**src/dbbm_pkg.sv**
```systemverilog
`default_nettype none
// ----------------------------------------------------------------------------
// dbbm_pkg
// Shared sizes, codes and types of the display buffer backlog manager.
// ----------------------------------------------------------------------------
package dbbm_pkg;

    localparam int PENDING_DEPTH   = 8;
    localparam int BACKLOG_DEPTH   = 8;
    localparam int NUM_COMPOSITORS = 4;

    localparam int ID_W       = 16;
    localparam int USERS_W    = 8;
    localparam int PEND_CNT_W = $clog2(PENDING_DEPTH + 1);
    localparam int PEND_IDX_W = (PENDING_DEPTH > 1) ? $clog2(PENDING_DEPTH) : 1;
    localparam int BL_CNT_W   = $clog2(BACKLOG_DEPTH + 1);
    localparam int BL_IDX_W   = (BACKLOG_DEPTH > 1) ? $clog2(BACKLOG_DEPTH) : 1;

    localparam logic [USERS_W-1:0] USERS_MAX = {USERS_W{1'b1}};

    typedef enum logic [1:0] {
        ACT_SCHEDULE = 2'd0,
        ACT_ACQUIRE  = 2'd1,
        ACT_RELEASE  = 2'd2
    } action_t;

    typedef enum logic [2:0] {
        KIND_SCHED = 3'd0,
        KIND_ACQ   = 3'd1,
        KIND_RET   = 3'd2,
        KIND_DONE  = 3'd3,
        KIND_ERR   = 3'd4
    } kind_t;

    typedef enum logic [2:0] {
        ERR_NONE         = 3'd0,
        ERR_NOTHING      = 3'd1,
        ERR_NOT_FOUND    = 3'd2,
        ERR_QUEUE_FULL   = 3'd3,
        ERR_BACKLOG_FULL = 3'd4
    } err_t;

    typedef enum logic [1:0] {
        BL_NOP,
        BL_PUSH,
        BL_WRITE,
        BL_REMOVE
    } bl_op_t;

    typedef struct packed {
        logic [ID_W-1:0]    id;
        logic [USERS_W-1:0] users;
        logic               consumed;
    } bl_entry_t;

    typedef struct packed {
        bl_op_t              op;
        logic [BL_IDX_W-1:0] idx;
        bl_entry_t           entry;
    } bl_cmd_t;

endpackage
`default_nettype wire

```
**src/dbbm_in_if.sv**
```systemverilog
`default_nettype none
// ----------------------------------------------------------------------------
// dbbm_in_if
// Request channel: schedule, acquire and release words.
// ----------------------------------------------------------------------------
interface dbbm_in_if import dbbm_pkg::*; ();

    logic              valid;
    logic              ready;
    logic [1:0]        action;
    logic [ID_W-1:0]   buffer_id;
    logic [1:0]        compositor_id;

    modport source (output valid, output action, output buffer_id, output compositor_id,
                    input ready);
    modport sink   (input valid, input action, input buffer_id, input compositor_id,
                    output ready);

endinterface
`default_nettype wire

```
**src/dbbm_out_if.sv**
```systemverilog
`default_nettype none
// ----------------------------------------------------------------------------
// dbbm_out_if
// Result channel: scheduled, acquired, returned, done and error words.
// ----------------------------------------------------------------------------
interface dbbm_out_if import dbbm_pkg::*; ();

    logic              valid;
    logic              ready;
    kind_t             kind;
    logic [ID_W-1:0]   out_buffer_id;
    err_t              error_code;
    logic              last;

    modport source (output valid, output kind, output out_buffer_id, output error_code,
                    output last, input ready);
    modport sink   (input valid, input kind, input out_buffer_id, input error_code,
                    input last, output ready);

endinterface
`default_nettype wire

```
**src/display_buffer_backlog_manager.sv**
```systemverilog
`default_nettype none
// ----------------------------------------------------------------------------
// display_buffer_backlog_manager
// Passes display buffers from a client to compositors through a pending
// FIFO and a backlog of handed-out buffers, with reference counting.
// ----------------------------------------------------------------------------
//  channel  dir  word contents
//  req      in   action, buffer_id, compositor_id
//  rsp      out  kind, out_buffer_id, error_code, last
//
//  Schedule and acquire: the word is latched on accept and the result is
//  registered from S_EXEC once rsp is free; the block then returns to idle.
//  Release walks the backlog one entry per cycle, unless a returned word
//  waits on rsp: S_SEARCH looks for the id, then S_CLEAN keeps or returns
//  each entry, followed by the done word.
//  A new word is accepted only in idle, also while the last result waits.
//  A stalled rsp holds the sequencer; no clearing pass after reset.
// ----------------------------------------------------------------------------
module display_buffer_backlog_manager import dbbm_pkg::*;
(
    input  wire logic   clk,
    input  wire logic   rst_n,
    dbbm_in_if.sink     req,
    dbbm_out_if.source  rsp
);

    localparam int MASK_W = NUM_COMPOSITORS;

    typedef enum logic [1:0] {
        S_IDLE,
        S_EXEC,
        S_SEARCH,
        S_CLEAN
    } state_t;

    state_t                   state_reg, state_next;
    logic [1:0]               act_reg;
    logic [ID_W-1:0]          bid_reg;
    logic [1:0]               comp_reg;
    logic [BL_CNT_W-1:0]      idx_reg, idx_next;
    logic [MASK_W-1:0]        mask_reg, mask_next;
    logic [PEND_CNT_W-1:0]    pcnt_reg, pcnt_next;
    logic [ID_W-1:0]          pend_reg [PENDING_DEPTH];

    logic                     out_valid_reg;
    kind_t                    out_kind_reg, out_kind_next;
    logic [ID_W-1:0]          out_id_reg, out_id_next;
    err_t                     out_err_reg, out_err_next;
    logic                     out_last_reg, out_last_next;

    logic                     emit;
    logic                     out_free;
    logic                     pend_push;
    logic                     pend_pop;
    bl_cmd_t                  bl_cmd;
    bl_entry_t                bl_rd;
    bl_entry_t                bl_front;
    logic [BL_CNT_W-1:0]      bl_count;

    logic                     comp_ok;
    logic [MASK_W-1:0]        comp_bit;
    logic                     take;
    logic                     push;

    dbbm_backlog u_backlog
    (
        .clk      (clk),
        .rst_n    (rst_n),
        .cmd      (bl_cmd),
        .rd_idx   (idx_reg[BL_IDX_W-1:0]),
        .rd_entry (bl_rd),
        .front    (bl_front),
        .count    (bl_count)
    );

    assign req.ready         = (state_reg == S_IDLE);
    assign rsp.valid         = out_valid_reg;
    assign rsp.kind          = out_kind_reg;
    assign rsp.out_buffer_id = out_id_reg;
    assign rsp.error_code    = out_err_reg;
    assign rsp.last          = out_last_reg;

    assign out_free = !out_valid_reg || rsp.ready;

    assign comp_ok  = (32'(comp_reg) < NUM_COMPOSITORS);
    assign comp_bit = MASK_W'(1) << comp_reg;
    assign take     = ((mask_reg & comp_bit) != '0) || (bl_count == '0);
    assign push     = take && (pcnt_reg != '0);

    always_comb
    begin
        state_next    = state_reg;
        idx_next      = idx_reg;
        mask_next     = mask_reg;
        pcnt_next     = pcnt_reg;
        emit          = 1'b0;
        out_kind_next = KIND_ERR;
        out_id_next   = bid_reg;
        out_err_next  = ERR_NONE;
        out_last_next = 1'b1;
        pend_push     = 1'b0;
        pend_pop      = 1'b0;
        bl_cmd        = '{op: BL_NOP, idx: '0, entry: '0};

        unique case (state_reg)
            S_IDLE:
            begin
                if (req.valid)
                begin
                    state_next = S_EXEC;
                end
            end
            S_EXEC:
            begin
                unique case (act_reg)
                    ACT_SCHEDULE:
                    begin
                        if (out_free)
                        begin
                            emit       = 1'b1;
                            state_next = S_IDLE;
                            if (pcnt_reg >= PEND_CNT_W'(PENDING_DEPTH))
                            begin
                                out_err_next = ERR_QUEUE_FULL;
                            end
                            else
                            begin
                                pend_push     = 1'b1;
                                pcnt_next     = pcnt_reg + PEND_CNT_W'(1);
                                out_kind_next = KIND_SCHED;
                            end
                        end
                    end
                    ACT_ACQUIRE:
                    begin
                        if (out_free)
                        begin
                            emit       = 1'b1;
                            state_next = S_IDLE;
                            if (!comp_ok || (bl_count == '0 && pcnt_reg == '0))
                            begin
                                out_err_next = ERR_NOTHING;
                            end
                            else if (push && bl_count >= BL_CNT_W'(BACKLOG_DEPTH))
                            begin
                                out_err_next = ERR_BACKLOG_FULL;
                            end
                            else if (!push && bl_front.users == USERS_MAX)
                            begin
                                out_err_next = ERR_BACKLOG_FULL;
                                out_id_next  = bl_front.id;
                            end
                            else
                            begin
                                out_kind_next = KIND_ACQ;
                                mask_next     = take ? comp_bit : (mask_reg | comp_bit);
                                if (push)
                                begin
                                    // move the oldest pending buffer to the front
                                    pend_pop         = 1'b1;
                                    pcnt_next        = pcnt_reg - PEND_CNT_W'(1);
                                    bl_cmd.op        = BL_PUSH;
                                    bl_cmd.entry     = '{id: pend_reg[0],
                                                         users: USERS_W'(1),
                                                         consumed: 1'b1};
                                    out_id_next      = pend_reg[0];
                                end
                                else
                                begin
                                    bl_cmd.op        = BL_WRITE;
                                    bl_cmd.entry     = '{id: bl_front.id,
                                                         users: bl_front.users
                                                                + USERS_W'(1),
                                                         consumed: 1'b1};
                                    out_id_next      = bl_front.id;
                                end
                            end
                        end
                    end
                    ACT_RELEASE:
                    begin
                        idx_next   = '0;
                        state_next = S_SEARCH;
                    end
                    default:
                    begin
                        if (out_free)
                        begin
                            emit         = 1'b1;
                            out_err_next = ERR_NOTHING;
                            state_next   = S_IDLE;
                        end
                    end
                endcase
            end
            S_SEARCH:
            begin
                if (idx_reg >= bl_count)
                begin
                    if (out_free)
                    begin
                        emit         = 1'b1;
                        out_err_next = ERR_NOT_FOUND;
                        state_next   = S_IDLE;
                    end
                end
                else if (bl_rd.id == bid_reg)
                begin
                    // drop one user, saturating at zero
                    bl_cmd.op    = BL_WRITE;
                    bl_cmd.idx   = idx_reg[BL_IDX_W-1:0];
                    bl_cmd.entry = '{id: bl_rd.id,
                                     users: (bl_rd.users != '0) ?
                                            bl_rd.users - USERS_W'(1) : bl_rd.users,
                                     consumed: bl_rd.consumed};
                    // keep the front back while nothing is pending
                    idx_next     = (pcnt_reg == '0) ? BL_CNT_W'(1) : '0;
                    state_next   = S_CLEAN;
                end
                else
                begin
                    idx_next = idx_reg + BL_CNT_W'(1);
                end
            end
            S_CLEAN:
            begin
                if (idx_reg >= bl_count)
                begin
                    if (out_free)
                    begin
                        emit          = 1'b1;
                        out_kind_next = KIND_DONE;
                        state_next    = S_IDLE;
                    end
                end
                else if (bl_rd.users == '0 && bl_rd.consumed)
                begin
                    if (out_free)
                    begin
                        // hand the buffer back; index stays on the next entry
                        emit          = 1'b1;
                        out_kind_next = KIND_RET;
                        out_id_next   = bl_rd.id;
                        out_last_next = 1'b0;
                        bl_cmd.op     = BL_REMOVE;
                        bl_cmd.idx    = idx_reg[BL_IDX_W-1:0];
                    end
                end
                else
                begin
                    idx_next = idx_reg + BL_CNT_W'(1);
                end
            end
            default:
            begin
                state_next = S_IDLE;
            end
        endcase
    end

    always_ff @(posedge clk or negedge rst_n)
    begin
        if (!rst_n)
        begin
            state_reg     <= S_IDLE;
            idx_reg       <= '0;
            mask_reg      <= '0;
            pcnt_reg      <= '0;
            out_valid_reg <= 1'b0;
            out_kind_reg  <= KIND_SCHED;
            out_id_reg    <= '0;
            out_err_reg   <= ERR_NONE;
            out_last_reg  <= 1'b0;
        end
        else
        begin
            state_reg <= state_next;
            idx_reg   <= idx_next;
            mask_reg  <= mask_next;
            pcnt_reg  <= pcnt_next;
            if (emit)
            begin
                out_valid_reg <= 1'b1;
                out_kind_reg  <= out_kind_next;
                out_id_reg    <= out_id_next;
                out_err_reg   <= out_err_next;
                out_last_reg  <= out_last_next;
            end
            else if (rsp.ready)
            begin
                out_valid_reg <= 1'b0;
            end
        end
    end

    // input word latch and pending FIFO storage
    always_ff @(posedge clk)
    begin
        if (req.valid && req.ready)
        begin
            act_reg  <= req.action;
            bid_reg  <= req.buffer_id;
            comp_reg <= req.compositor_id;
        end
        if (pend_push)
        begin
            pend_reg[pcnt_reg[PEND_IDX_W-1:0]] <= bid_reg;
        end
        else if (pend_pop)
        begin
            for (int j = 0; j < PENDING_DEPTH - 1; j++)
            begin
                pend_reg[j] <= pend_reg[j+1];
            end
        end
    end

endmodule
`default_nettype wire

```
**src/dbbm_backlog.sv**
```systemverilog
`default_nettype none
// ----------------------------------------------------------------------------
// dbbm_backlog
// Backlog entry file: front insert, indexed update, compacting removal,
// one indexed read and a fixed front read.
// ----------------------------------------------------------------------------
module dbbm_backlog import dbbm_pkg::*;
(
    input  wire logic                clk,
    input  wire logic                rst_n,
    input  wire bl_cmd_t             cmd,
    input  wire logic [BL_IDX_W-1:0] rd_idx,
    output bl_entry_t                rd_entry,
    output bl_entry_t                front,
    output logic [BL_CNT_W-1:0]      count
);

    bl_entry_t             ent_reg [BACKLOG_DEPTH];
    logic [BL_CNT_W-1:0]   count_reg;

    assign rd_entry = ent_reg[rd_idx];
    assign front    = ent_reg[0];
    assign count    = count_reg;

    always_ff @(posedge clk or negedge rst_n)
    begin
        if (!rst_n)
        begin
            count_reg <= '0;
        end
        else
        begin
            unique case (cmd.op)
                BL_PUSH:   count_reg <= count_reg + BL_CNT_W'(1);
                BL_REMOVE: count_reg <= count_reg - BL_CNT_W'(1);
                default:   count_reg <= count_reg;
            endcase
        end
    end

    always_ff @(posedge clk)
    begin
        unique case (cmd.op)
            BL_PUSH:
            begin
                // shift everything one place back, new entry at the front
                for (int j = BACKLOG_DEPTH - 1; j > 0; j--)
                begin
                    ent_reg[j] <= ent_reg[j-1];
                end
                ent_reg[0] <= cmd.entry;
            end
            BL_WRITE:
            begin
                ent_reg[cmd.idx].users    <= cmd.entry.users;
                ent_reg[cmd.idx].consumed <= cmd.entry.consumed;
            end
            BL_REMOVE:
            begin
                // close the gap left by the removed entry
                for (int j = 0; j < BACKLOG_DEPTH - 1; j++)
                begin
                    if (BL_IDX_W'(j) >= cmd.idx)
                    begin
                        ent_reg[j] <= ent_reg[j+1];
                    end
                end
            end
            default:
            begin
            end
        endcase
    end

endmodule
`default_nettype wire
```
**src/flat_wrapper.sv**
```systemverilog
// flat-port wrapper written by rule: the top's interface ports become plain ports
module display_buffer_backlog_manager_flat import dbbm_pkg::*;
  (clk, rst_n, req_valid, req_action, req_buffer_id, req_compositor_id, req_ready, rsp_valid, rsp_kind, rsp_out_buffer_id, rsp_error_code, rsp_last, rsp_ready);
  dbbm_in_if req_i ();
  dbbm_out_if rsp_i ();
  input  wire logic clk;
  input  wire logic rst_n;
  input wire logic [$bits(req_i.valid)-1:0] req_valid;
  input wire logic [$bits(req_i.action)-1:0] req_action;
  input wire logic [$bits(req_i.buffer_id)-1:0] req_buffer_id;
  input wire logic [$bits(req_i.compositor_id)-1:0] req_compositor_id;
  output wire logic [$bits(req_i.ready)-1:0] req_ready;
  output wire logic [$bits(rsp_i.valid)-1:0] rsp_valid;
  output wire logic [$bits(rsp_i.kind)-1:0] rsp_kind;
  output wire logic [$bits(rsp_i.out_buffer_id)-1:0] rsp_out_buffer_id;
  output wire logic [$bits(rsp_i.error_code)-1:0] rsp_error_code;
  output wire logic [$bits(rsp_i.last)-1:0] rsp_last;
  input wire logic [$bits(rsp_i.ready)-1:0] rsp_ready;
  assign req_i.valid = req_valid;
  assign req_i.action = req_action;
  assign req_i.buffer_id = req_buffer_id;
  assign req_i.compositor_id = req_compositor_id;
  assign req_ready = req_i.ready;
  assign rsp_valid = rsp_i.valid;
  assign rsp_kind = rsp_i.kind;
  assign rsp_out_buffer_id = rsp_i.out_buffer_id;
  assign rsp_error_code = rsp_i.error_code;
  assign rsp_last = rsp_i.last;
  assign rsp_i.ready = rsp_ready;
  display_buffer_backlog_manager u_core (.clk(clk), .rst_n(rst_n), .req(req_i), .rsp(rsp_i));
endmodule
```
**config.mk**
```make
export PLATFORM = sky130hd
export DESIGN_NAME = display_buffer_backlog_manager_flat
export DESIGN_NICKNAME = d
export VERILOG_FILES = /design/src/dbbm_pkg.sv /design/src/dbbm_in_if.sv /design/src/dbbm_out_if.sv /design/src/display_buffer_backlog_manager.sv /design/src/dbbm_backlog.sv /design/src/flat_wrapper.sv
export SDC_FILE = /design/constraint.sdc
export NUM_CORES = 1
export LEC_CHECK = 0
export BUFFER_PORTS_ARGS = -buffer_cell sky130_fd_sc_hd__buf_2
export CORE_ASPECT_RATIO = 1.25
export CORE_MARGIN = 3
export CORE_UTILIZATION = 50
export CTS_BUF_LIST = sky130_fd_sc_hd__clkbuf_8
export DETAILED_ROUTE_END_ITERATION = 12
export PLACE_DENSITY = 0.68
export SYNTH_ARGS = -nofsm -noshare
export SYNTH_HDL_FRONTEND = slang
export SYNTH_HIERARCHICAL = 1
export SYNTH_SLANG_ARGS = --single-unit
```
**constraint.sdc**
```tcl
create_clock -name clk -period 5.6 [get_ports clk]
set_clock_uncertainty 0.15 [all_clocks]
set_input_delay 0.56 -clock clk [delete_from_list [all_inputs] [get_ports clk]]
set_output_delay 0.56 -clock clk [all_outputs]
set_load 0.02 [all_outputs]
```
Yosys cells after proc, flatten, opt, wreduce, memory -nomap -nowiden --
Memory sizes are Yosys's and may differ from the RTL's. Cells that the tools add are included.
Storage, ports and cells: register bits after elaboration 62, RAM bits 328, input port bits 24, output and inout bits 25, word-level logic and storage cells 241, memories 2
Memories:
- u_core.u_backlog.ent_reg | depth 8, width 25, rd ports 9, clocked after memory_dff 0, write ports 8, RTL line dbbm_backlog.sv:18 | bl_entry_t ent_reg [BACKLOG_DEPTH];
- u_core.pend_reg | depth 8, width 16, rd ports 8, clocked after memory_dff 0, write ports 7, RTL line display_buffer_backlog_manager.sv:43 | logic [ID_W-1:0] pend_reg [PENDING_DEPTH];
Cells by class: $add $sub $neg 7, $lt $le $gt $ge 10, equality and inequality tests 24, shift-type cells 1, muxes and demuxes 144, bitwise logic cells 12, reductions and logical operators 28
Operators by type and width (number):
- 25-bit 2-to-1 mux | 14
- 16-bit 2-to-1 mux | 10
- 30-bit 2-to-1 mux | 2
- 1-bit 2-to-1 mux | 55
- 3-bit 2-to-1 mux | 18
- 4-bit 2-to-1 mux | 13
- 25-bit case mux with 2 select lines | 1
- 16-bit case mux with 2 select lines | 1
- 2-bit 2-to-1 mux | 15
- 25-bit OR reduction | 1
- 3-bit case mux with 2 select lines | 4
- 2-bit inequality test (second input constant) | 9
- 16-bit == test | 1
- 4-bit case mux with 2 select lines | 2
- 16-bit OR reduction | 1
- 5-bit 2-to-1 mux | 3
- 4-bit by 1-bit adder with 4-bit output (second input constant) | 3
- 4-bit case mux with 3 select lines | 1
- 2-bit == test (second input constant) | 5
- 3-bit greater-or-equal comparator (first input constant) | 3
- 3-bit case mux with 3 select lines | 1
- 9-bit AND reduction | 1
- 8-bit by 1-bit adder with 8-bit output (second input constant) | 1
- 8-bit == test (second input constant) | 1
- other kinds (31) | 60

Longest topological paths before layout --
depth after elaboration 18, gate-level depth with buffers 19, gate-level depth less buffers 15

By module --
Netlist, hierarchy kept.
Modules (own cells, without submodules):
- dbbm_backlog | times used 1, cells an instance 679, area each 11019.3 µm²
- display_buffer_backlog_manager | times used 1, cells an instance 710, area each 9085.0 µm²

Worst setup path before layout --
No wires, ideal clock.
path kind reg-to-reg, start point reg u_core.idx_reg[1], end point mem u_core/u_backlog/ent_reg[1][0] (netlist name) (enable), arrival 4857 ps, required time 5137 ps, setup slack 280 ps, stages on the path, launching flop included 17, buffers on the path 4, clock period less this slack 5320 ps, cell sequence dfrtp_1 -> buf_2 -> buf_4 -> buf_2 -> mux4_2 -> mux2_2 -> inv_1 -> ha_1 -> nor4b_1 -> nand3_1 -> a21oi_1 -> nand3_1 -> a21oi_1 -> nand3b_4 -> buf_2 -> o21ai_1 -> or2_2
RTL lines:
- start: declaration | RTL line display_buffer_backlog_manager.sv:40 | logic [BL_CNT_W-1:0] idx_reg, idx_next;
- start signal: assignment | RTL line display_buffer_backlog_manager.sv:278 | idx_reg <= idx_next;
- end: declaration | RTL line dbbm_backlog.sv:18

==> impl_metrics.toml <==
[status]
status = "complete, no violations"

[min_path]
hp-start = "req_valid"
min_path_cells = 4
min_path_type = "in2reg"
worstHoldEndpoint = "u_core/state_reg[0]$_DFFE_PN0P_"

[floorplan]
die_h_um = 230
die_area_um2 = 42700
io_pins = 49
core-area_um2 = 39400
rows = 81
die_w_um = 185
start_util = 0.510

[clock_tree]
cts_max_path_buffers = 3
clk_latency_ns = 0.61
post_cts_buffers = 0
cts-root-buf = "clkbuf_8"
clk_pin_slew_ns = 0.06
h-tree-depth = 3
ctsResizeCount = 0
cts_num_sinks = 390
numCtsBuffers = 66
cts_tree = "built"

[logic_synthesis]
netlist_instances = 1389
ys_ff_latch = 390
yosysSeqAreaShare = 0.572
synth_flop_cell = "edfxtp_1"
synth_warnings = 6
avgSynthCellArea_um2 = 14.5
syn_area_um2 = 20100
synth_fp_nets = 1428
ys_types = 85
synth_edf_count = 348
ys_async_sr_fraction = 0.108

[sta]
maxSlewViolCount = 0
slew_headroom = 0.258
setup_viol = 0
fin_ws_ns = 0.418
rsz0062_at_grt = "false"
post-route-period-util = 0.925
fmax_mhz = 193
finalCriticalPeriod_ns = 5.18
hold_violations = 0
finalSetupTns_ns = 0
worstMarginPinSlew_ns = 1.11
fin_hold_ws_ns = 0.290

[critical_path]
r2r_end = "u_core/u_backlog/ent_reg[6][0]$_DFFE_PP_"
arrival_ns = 5.26
path_common_cell = "buf_4"
cp_slowest_cell = "mux4_2"
crit_fanout = 49
critPathMaxStageDelay_ns = 0.57
r2r_setup_slack_ns = 0.42
worstRegToRegCells = 13
worst-endpoint-required_ns = 5.68
cp-start-kind = "register"
r2r-start = "u_core/idx_reg[1]$_DFFE_PN0P_"
worstPathCellList = "buf_12 > mux4_2 > mux2_2 > xnor2_1 > nand4_1 > nor4_1 > buf_4 > nand2_1 > a31oi_1 > buf_4 > and2_1 > nand2_4 > nand3_1"
crit_type = "reg2reg"
endpoint_kind = "register"

[route]
vias = 12700
viasPerCell = 6.31
drcViolationCount = 0
first_pass_iters = 5
routed_wl_um = 47500
drt_iter0_markers = 1280
routedWlPerCell_um = 23.7
drtAntennaViolNets = 0

[power]
ir_worst_vdd_mv = 0.278
p_leak_nw = 8.33
total_power_mw = 8.97
p_per_area_nw_per_um2 = 404

[placed_design]
hpwl_um = 32500
pre_cts_ws_ns = 0.411
gp_congestion = 0.877
port_buffers = 48

[global_routing]
grt_overflow = 0
use_met2 = 0.364
grt_pass1_vias = 12800
grt_max_degree = 71
grt_usage = 0.227
use_met3 = 0.0367
top_usage_layer = "met2"
grt_pass1_wl_um = 75000
grt_use_met1 = 0.316
antenna_found_initial = 0

[finish]
largest_reg_flops = 200
drive_gt1_frac = 0.282
insertedDiodeCount = 0
syn_to_final_growth_pct = 10.4
fin_nets = 1503
final_util = 0.563

[run]
maxCapViolCount = 0
cells in the final DEF (no fill, tap or decap), drive strengths merged, types with 24 or more instances in the layout:
cell type	count
and2	34
clkbuf	69
a21o	114
nand2	51
mux4	51
nand3	28
dfrtp	42
o21ai	52
xnor2	27
buf	99
mux2i	29
inv	40
edfxtp	348
nor2	31
mux2	179
a221o	24
routing by layer:
layer  wire, um  part of all wire  vias to the layer above
met2      23100              0.49                      522
met3       3040             0.064                       82
met4       1130             0.024                        0
met1      20200              0.43                     6427
met5          0                 0                        -
li1           -                 -                     5640
worst max-delay path, delay by kind of cell, from the launching register on:
family                    cells  cell delay [ns]
buffers and inverters         3             0.77
xor gates and xnor gates      1             0.28
DFF                           1             0.50
and+or+nand+nor               6             1.89
AOI/OAI and AO/OA             1             0.28
muxes                         2             0.89
cell families after synthesis:
logic type,synth area share
flops,0.572
compound gates,0.129
mux,0.178
simple gates,0.0625
buf+inv,0.0347
xor+xnor,0.0144
fa+ha+maj,0.00971
synthesized netlist by cell type, drive strengths merged (3+ instances only):
library cell | n | area (um^2)
xor2 | 6 | 52.6
nor3 | 17 | 101
and2 | 34 | 213
nor4 | 4 | 25.0
nor2b | 8 | 50.1
a22o | 22 | 194
inv | 20 | 75.1
o22ai | 3 | 18.8
a21oi | 20 | 100
nand4 | 6 | 37.5
mux4 | 51 | 1150
a211oi | 3 | 22.5
ha | 14 | 175
dfrtp | 42 | 1050
or2 | 6 | 37.5
and3 | 12 | 80.1
xnor2 | 27 | 236
nor2 | 31 | 129
o31ai | 4 | 30.0
nand3 | 28 | 145
a31oi | 10 | 62.6
o21ai | 52 | 275
a32oi | 18 | 158
a221o | 24 | 240
mux2i | 29 | 290
clkbuf | 54 | 204
nand2 | 51 | 231
a2bb2oi | 19 | 166
mux2 | 179 | 2140
nand2b | 9 | 66.3
a21o | 114 | 856
o2bb2ai | 16 | 140
o221ai | 12 | 105
a21boi | 3 | 22.5
o32a | 4 | 40.0
edfxtp | 348 | 10500
buf | 59 | 418
area by class of cell:
class | instances | area, um^2
fillers | 3085 | 17200
repair buffers | 120 | 883
clock buffers | 69 | 950
multi-input cells | 866 | 7930
flip-flops and latches | 390 | 11500
clock inverters | 44 | 224
inverters | 20 | 75.1
well taps | 498 | 623
worst max-delay path by stage:
stage | start | end | depth (start not counted)
detailed placement | u_core/idx_reg[1]$_DFFE_PN0P_ | u_core/u_backlog/ent_reg[5][4]$_DFFE_PP_ | 13
floorplan | u_core/idx_reg[1]$_DFFE_PN0P_ | u_core/u_backlog/ent_reg[1][0]$_DFFE_PP_ | 16
finish | u_core/idx_reg[1]$_DFFE_PN0P_ | u_core/u_backlog/ent_reg[6][0]$_DFFE_PP_ | 13
global placement | u_core/idx_reg[1]$_DFFE_PN0P_ | u_core/u_backlog/ent_reg[5][5]$_DFFE_PP_ | 13
CTS | u_core/idx_reg[1]$_DFFE_PN0P_ | u_core/u_backlog/ent_reg[6][0]$_DFFE_PP_ | 13
global route | u_core/idx_reg[1]$_DFFE_PN0P_ | u_core/u_backlog/ent_reg[6][0]$_DFFE_PP_ | 15
per-stage QoR:
step                      area (um^2)  std cells
after detailed placement        20800       1873
after global routing            22200       2007
final                           22200       2007
after floorplan                 20100       1389
after CTS                       22200       2007
after global placement          20800       1873
power breakdown:
part | internal, mW | total, mW | switching [mW]
Combinational | 1.09 | 2.55 | 1.45
Sequential | 3.78 | 4.09 | 0.312
Clock | 1.19 | 2.33 | 1.14
Total | 6.06 | 8.97 | 2.91
timing repair:
action / in CTS / in global routing
hold endpoints to repair: 62 / 0
hold buffers: 21 / 0
setup endpoints to repair: 0 / 0
No activity file was read; power rests on OpenSTA's default activity.
